<file path="src/rtl/v3a_pkg.sv">
`default_nettype none
// ----------------------------------------------------------------------------
// v3a_pkg
// Shared types and codes for the 3D vector arithmetic unit: opcodes, the
// request and response beats, and the sideband carried down the pipelines.
// ----------------------------------------------------------------------------
package v3a_pkg;

    localparam int WORD_BITS     = 32;
    localparam int FRAC_BITS_DEF = 16;

    localparam logic [2:0] OP_ADD   = 3'd0;
    localparam logic [2:0] OP_SUB   = 3'd1;
    localparam logic [2:0] OP_SCALE = 3'd2;
    localparam logic [2:0] OP_DOT   = 3'd3;
    localparam logic [2:0] OP_CROSS = 3'd4;
    localparam logic [2:0] OP_MAG   = 3'd5;
    localparam logic [2:0] OP_NORM  = 3'd6;
    localparam logic [2:0] OP_HDIV  = 3'd7;

    typedef struct packed {
        logic [2:0]                  op;
        logic signed [WORD_BITS-1:0] ax;
        logic signed [WORD_BITS-1:0] ay;
        logic signed [WORD_BITS-1:0] az;
        logic signed [WORD_BITS-1:0] aw;
        logic signed [WORD_BITS-1:0] bx;
        logic signed [WORD_BITS-1:0] by;
        logic signed [WORD_BITS-1:0] bz;
        logic signed [WORD_BITS-1:0] scale;
    } v3a_in_t;

    typedef struct packed {
        logic signed [WORD_BITS-1:0] rx;
        logic signed [WORD_BITS-1:0] ry;
        logic signed [WORD_BITS-1:0] rz;
        logic signed [WORD_BITS-1:0] scalar_out;
        logic                        fault;
    } v3a_out_t;

    // operand context carried through the product stages
    typedef struct packed {
        logic [2:0]                 op;
        logic [2:0][WORD_BITS-1:0]  amag;
        logic [2:0]                 asg;
        logic [WORD_BITS-1:0]       wmag;
        logic                       wsg;
    } v3a_ctx_t;

    // sideband through the square root pipe
    typedef struct packed {
        v3a_ctx_t                   ctx;
        logic [3:0][WORD_BITS-1:0]  res;
        logic                       flt;
    } v3a_sq_side_t;

    // sideband through the divider pipe
    typedef struct packed {
        logic [2:0]                 op;
        logic [2:0]                 asg;
        logic                       dsg;
        logic                       wzero;
        logic [2:0]                 ovf;
        logic [3:0][WORD_BITS-1:0]  res;
        logic                       flt;
    } v3a_dv_side_t;

endpackage
`default_nettype wire

</file>
<file path="src/rtl/v3a_sqrt_pipe.sv">
`default_nettype none
// ----------------------------------------------------------------------------
// v3a_sqrt_pipe
// Digit-by-digit integer square root, one root bit per stage. Gives the
// floor root and the remainder; sideband rides along with each beat.
// ----------------------------------------------------------------------------
module v3a_sqrt_pipe
    import v3a_pkg::*;
#(
    parameter int SIDE_W = 1
)
(
    input  logic                     clk,
    input  logic                     rst_n,
    input  logic                     en,
    input  logic                     in_valid,
    input  logic [2*WORD_BITS-1:0]   radicand,
    input  logic [SIDE_W-1:0]        in_side,
    output logic                     out_valid,
    output logic [WORD_BITS-1:0]     root,
    output logic [WORD_BITS+1:0]     rem,
    output logic [SIDE_W-1:0]        out_side
);

    localparam int W  = WORD_BITS;
    localparam int RW = W + 2;

    logic [W-1:0]      vld_reg;
    logic [2*W-1:0]    rad_reg  [W];
    logic [W-1:0]      root_reg [W];
    logic [RW-1:0]     rem_reg  [W];
    logic [SIDE_W-1:0] side_reg [W];

    always_ff @(posedge clk or negedge rst_n)
    begin
        if (!rst_n)
        begin
            vld_reg <= '0;
        end
        else if (en)
        begin
            vld_reg <= {vld_reg[W-2:0], in_valid};
        end
    end

    genvar k;
    generate
        for (k = 0; k < W; k++)
        begin : g_stg
            logic [2*W-1:0]    rad_prev;
            logic [W-1:0]      root_prev;
            logic [RW-1:0]     rem_prev;
            logic [SIDE_W-1:0] side_prev;
            logic [RW+1:0]     trial;
            logic [RW+1:0]     tst;
            logic              ge;

            if (k == 0)
            begin : g_head
                assign rad_prev  = radicand;
                assign root_prev = '0;
                assign rem_prev  = '0;
                assign side_prev = in_side;
            end
            else
            begin : g_tail
                assign rad_prev  = rad_reg[k-1];
                assign root_prev = root_reg[k-1];
                assign rem_prev  = rem_reg[k-1];
                assign side_prev = side_reg[k-1];
            end

            assign trial = {rem_prev, rad_prev[2*W-1 -: 2]};
            assign tst   = {2'b00, root_prev, 2'b01};
            assign ge    = trial >= tst;

            always_ff @(posedge clk)
            begin
                if (en)
                begin
                    rad_reg[k]  <= {rad_prev[2*W-3:0], 2'b00};
                    root_reg[k] <= {root_prev[W-2:0], ge};
                    rem_reg[k]  <= ge ? RW'(trial - tst) : trial[RW-1:0];
                    side_reg[k] <= side_prev;
                end
            end
        end
    endgenerate

    assign out_valid = vld_reg[W-1];
    assign root      = root_reg[W-1];
    assign rem       = rem_reg[W-1];
    assign out_side  = side_reg[W-1];

endmodule
`default_nettype wire

</file>
<file path="config.mk">
export PLATFORM = sky130hd
export DESIGN_NAME = v3a_sqrt_pipe
export DESIGN_NICKNAME = d
export VERILOG_FILES = /design/src/rtl/v3a_pkg.sv /design/src/rtl/v3a_sqrt_pipe.sv
export SDC_FILE = /design/constraint.sdc
export NUM_CORES = 2
export LEC_CHECK = 0
export BUFFER_PORTS_ARGS = -buffer_cell sky130_fd_sc_hd__buf_4
export CAP_MARGIN = 20
export CELL_PAD_IN_SITES_DETAIL_PLACEMENT = 0
export CELL_PAD_IN_SITES_GLOBAL_PLACEMENT = 2
export CORE_MARGIN = 2
export CORE_UTILIZATION = 46
export DETAILED_ROUTE_END_ITERATION = 7
export PLACE_DENSITY_LB_ADDON = 0.1
export SYNTH_ARGS = -nofsm -noshare
export SYNTH_HDL_FRONTEND = slang
export SYNTH_MEMORY_MAX_BITS = 65536
export SYNTH_SLANG_ARGS = --single-unit
</file>
<file path="constraint.sdc">
create_clock -name clk -period 3.6 [get_ports clk]
set_clock_uncertainty 0.1 [all_clocks]
set_input_delay 0.9 -clock clk [delete_from_list [all_inputs] [get_ports clk]]
set_output_delay 0.9 -clock clk [all_outputs]
set_load 0.05 [all_outputs]
</file>
# [After elaboration in Yosys (flattened, before gate mapping)]
# Memory sizes are Yosys's and may differ from the RTL's.
# Cells that the tools add are included.
[word_totals] inputBits=69 n_memories=4 out_inout_bits=68 ramBits=4128 regBits=32 elab_cells=103
[op_classes] addsub=32 mux=34 magnitude_cmp=32
[memory_table] memory="rad_reg" depth=32 width=62 read_ports=31 rd_clocked_by_memory_dff=0 wr=32 line="v3a_sqrt_pipe.sv:29" rtl="logic [2*W-1:0] rad_reg [W];"
[memory_table] memory="rem_reg" depth=32 width=34 read_ports=32 rd_clocked_by_memory_dff=0 wr=32 line="v3a_sqrt_pipe.sv:31" rtl="logic [RW-1:0] rem_reg [W];"
[memory_table] memory="root_reg" depth=32 width=32 read_ports=32 rd_clocked_by_memory_dff=0 wr=32 line="v3a_sqrt_pipe.sv:30" rtl="logic [W-1:0] root_reg [W];"
[memory_table] memory="side_reg" depth=32 width=1 read_ports=32 rd_clocked_by_memory_dff=0 wr=32 line="v3a_sqrt_pipe.sv:32" rtl="logic [SIDE_W-1:0] side_reg [W];"
[op_table] op=">= comparator 36 x 34 -> 1 bit" count=31
[op_table] op="2-to-1 mux 34 bit" count=32
[op_table] op="subtractor 34 bit" count=31
[op_table] op="subtractor 2 x 1 -> 3 bit, second input constant" count=1
[op_table] op=">= comparator 2 x 1 -> 1 bit, second input constant" count=1
[op_table] op="2-to-1 mux 1 bit" count=2

# [Depth between registers and ports, before layout]
# An unclocked memory read counts as a cell.
[logic_depth] depth_word=3 ltp_mapped=14 mapped_depth_nobuf=13

# [Worst setup path after synthesis]
# OpenSTA, ideal clock, no wires.
[synth_timing] path_kind="register to register" from="memory rem_reg[1][476] (netlist bit)" to="memory rem_reg[1][517] (netlist bit), data pin" setup_slack_ps=324 required_ps=3240 synth_period_minus_slack_ps=3276 path_stages_with_launch=13 setup_ps=260 n_path_buf=1 t_arrival_ps=2916 cell_sequence="edfxtp_1 > ha_1 > nor2b_1 > o31a_1 > o211a_1 > o21a_1 > o31ai_2 > a21oi_1 > o21a_1 > nor2_4 > inv_2 > buf_2 > mux2_2"
[synth_rtl] item="start, declared" line="v3a_sqrt_pipe.sv:31"

==> impl_metrics.toml <==
[run_status]
status = "completed"

[min_path]
hold_path_class = "in -> reg"

[final_layout]
largest_reg_flops = 1037
design_area_um2 = 140000
final_cell_mix = "2589 x edfxtp_1, 735 x inv_1, 626 x a21oi_1"
final_common_cell = "edfxtp_1"
synthToLayoutAreaGrowth_pct = 14.3
nets = 10700
drive_above_1_share_pct = 11.2

[critical_path]
path_class = "reg -> reg"
crit_top_cell = "nand4b_1"
critPathTopFamily = "simple AND/OR/NAND/NOR gates"
crit_path_max_fanout = 5
path_buf_inv = 1
crit_path_max_incr_delay_ns = 0.54
worstPathRequired_ns = 4.10
cp.arrival_ns = 3.98
crit_path_start_kind = "flip-flop"
cp_slowest_cell = "or4_1"
critPathCaptureType = "flip-flop"
path_cells = "or3_1 > or4_1 > nor3_2 > nand4b_1 > a31oi_1 > inv_1 > nand4b_1 > nor4_1 > xor2_1"

[placement]
place_congestion = 0.857
placed_area_um2 = 130000
place.port_buffers = 136
pre_cts_ws_ns = -0.0425
dp_hpwl_um = 193000

[job]
cap_violations = 0

[drt]
vias = 74100
vias_per_cell = 5.36
ant_nets = 0
drc_errors = 0
wirelength_um = 268000
firstDrtPassIters = 5
drtIter0Drc = 5260
wire_per_inst_um = 19.4

[sta]
holdWs_ns = 0.0926
slew_headroom_pct = 42.8
post-route-period-util_pct = 96.7
maxSlewViolCount = 0
fin_crit_ns = 3.48
hold_violations = 0
fmax_mhz = 287
finalSetupViolations = 0
tightestPinTransition_ns = 0.850
final.setup.worst_slack_ns = 0.119
rsz0062_at_grt = "yes"

[yosys]
synth_flop_cell = "edfxtp_1"
ys_async_sr_fraction_pct = 1.22
yosys_warnings = 0
synth_nets = 10100
avgSynthCellArea_um2 = 12.9
synth.distinct_cells = 100
netlist_area_um2 = 122000
ys_ff_latch = 2621
synth_edf_count = 2589
syn_inst = 9461
ys_seq_area_share_pct = 64.2

[clock_network]
cts_num_sinks = 2621
cts_buffers = 291
htreeDepth = 5
clk_pin_slew_ns = 0.06
clock_latency_ns = 0.90
root_buffer = "clkbuf_16"
cts.path.max_buffers = 4
cts_tree = "yes"

[floorplanning]
rows = 189
die_y_um = 520
io_pins = 137
dieWidth_um = 520
initial_utilization_pct = 46.2
core_um2 = 265000
die_area_um2 = 270000

[grt]
grt_pass1_wl_um = 419000
grt_max_degree = 132
grt-ovfl-total = 0
grt_use_total_pct = 19.4
antenna_found_initial = 1
grt_pass1_vias = 73900

[power_and_ir_drop]
p_leak_uw = 0.0539
p_per_area_nw_per_um2 = 651
peakVddDrop_uv = 551
## logic make-up (layout without fill, tap and decap cells)
| logic type | after synthesis | after routing | synth area share, % |
|---|---|---|---|
| compound gates | 1913 | 1913 | 9.69 |
| xor+xnor | 868 | 868 | 6.21 |
| fa+ha+maj | 564 | 564 | 5.77 |
| buf+inv | 923 | 1754 | 2.87 |
| flops | 2621 | 2621 | 64.2 |
| mux | 148 | 148 | 1.35 |
| other cells | 1 | 4 | 0.00307 |
| simple gates | 2423 | 2423 | 9.89 |
## layout make-up
| type | count | area (um2) |
|---|---|---|
| Multi-Input combinational cell | 5917 | 40600 |
| Sequential cell | 2621 | 78500 |
| Timing Repair Buffer | 496 | 4270 |
| Antenna cell | 3 | 7.51 |
| Tap cell | 3533 | 4420 |
| Inverter | 737 | 2770 |
| Clock buffer | 346 | 7530 |
| Clock inverter | 175 | 1710 |
| Fill cell | 22400 | 125000 |
## worst paths after layout
path | to | start | slack (ns) | cells after the start
setup / recovery | rem_reg[0][300] | rem_reg[0][260] | 0.12 | 9
setup reg to reg | rem_reg[0][300] | rem_reg[0][260] | 0.12 | 9
min in group asynchronous | vld_reg[29] | rst_n | 0.38 | 2
hold / removal | rad_reg[0][24] | radicand[24] | 0.09 | 1
max in group asynchronous | vld_reg[9] | rst_n | 2.72 | 2
hold reg to reg | rad_reg[1][181] | rad_reg[1][117] | 0.30 | 0
## worst register-to-register path: cells and delay by family (launching register included)
family,cells,cell delay [ns]
compound gates,1,0.44
xor+xnor,1,0.15
buf+inv,1,0.14
flops,1,0.42
simple gates,6,1.97
## cells in the mapped netlist (18+ instances only)
cell type  count  area (um2)
nor3_1       236        1180
or4_1         54         405
o21ai_0      465        2330
dfrtp_1       32         801
nand2_1      585        2200
a21o_1       265        1990
nor4b_1       22         193
nor2b_1       76         475
inv_1        735        2760
a21boi_0      18         135
a21oi_1      626        3130
mux2_2       139        1570
or2_2         52         325
a31oi_1       55         344
nor4_1       124         776
or3_1         99         619
o211ai_1      42         315
a211oi_1      51         383
o21bai_1      45         338
ha_1         564        7060
buf_2         32         160
nand4_1      110         688
and3_1        60         375
nor2_1       569        2140
xor2_1       400        3500
xnor2_1      468        4100
nand4b_1      24         210
nand3_1      193         966
nand3b_1      25         188
o31ai_1       58         435
edfxtp_1    2589       77700
nand2b_1     108         676
and2_1        32         200
clkbuf_1     136         510
o21a_1       112         841
## report_power, final
group / switching, uW / internal [uW] / total [uW]
clock network: 12100 / 16800 / 28900
logic: 11700 / 8690 / 20400
registers: 2840 / 38800 / 41700
## layer usage
layer,global-route usage (%),share of wire (%),vias to the layer above
met5,0,0,-
met4,5.06,2.5,0
met3,2.72,3.6,389
met2,32.7,48,1234
met1,26.5,46,36100
li1,-,-,36400
## stage by stage
step	total power (uW)	instances	util [%]	TNS, ns
2_1_floorplan	55400	9461	-	0
3_3_place_gp	62500	13300	49.1	-0.0102
3_5_place_dp	62500	13300	49.1	-0.0528
4_1_cts	92000	13800	52.7	0
5_1_grt	95900	13800	52.8	-0.0880
6_report	91000	13800	52.8	0
## repair_timing
item                                   4_1_cts  5_1_grt
setup endpoints to repair                   10      139
gates cloned                                 0        0
hold buffers                                17        0
buffers inserted                             0        4
pin swaps                                    0        6
endpoints found under the hold margin       48        0
resized for setup                            4       61
(Power assumes the default switching activity.)
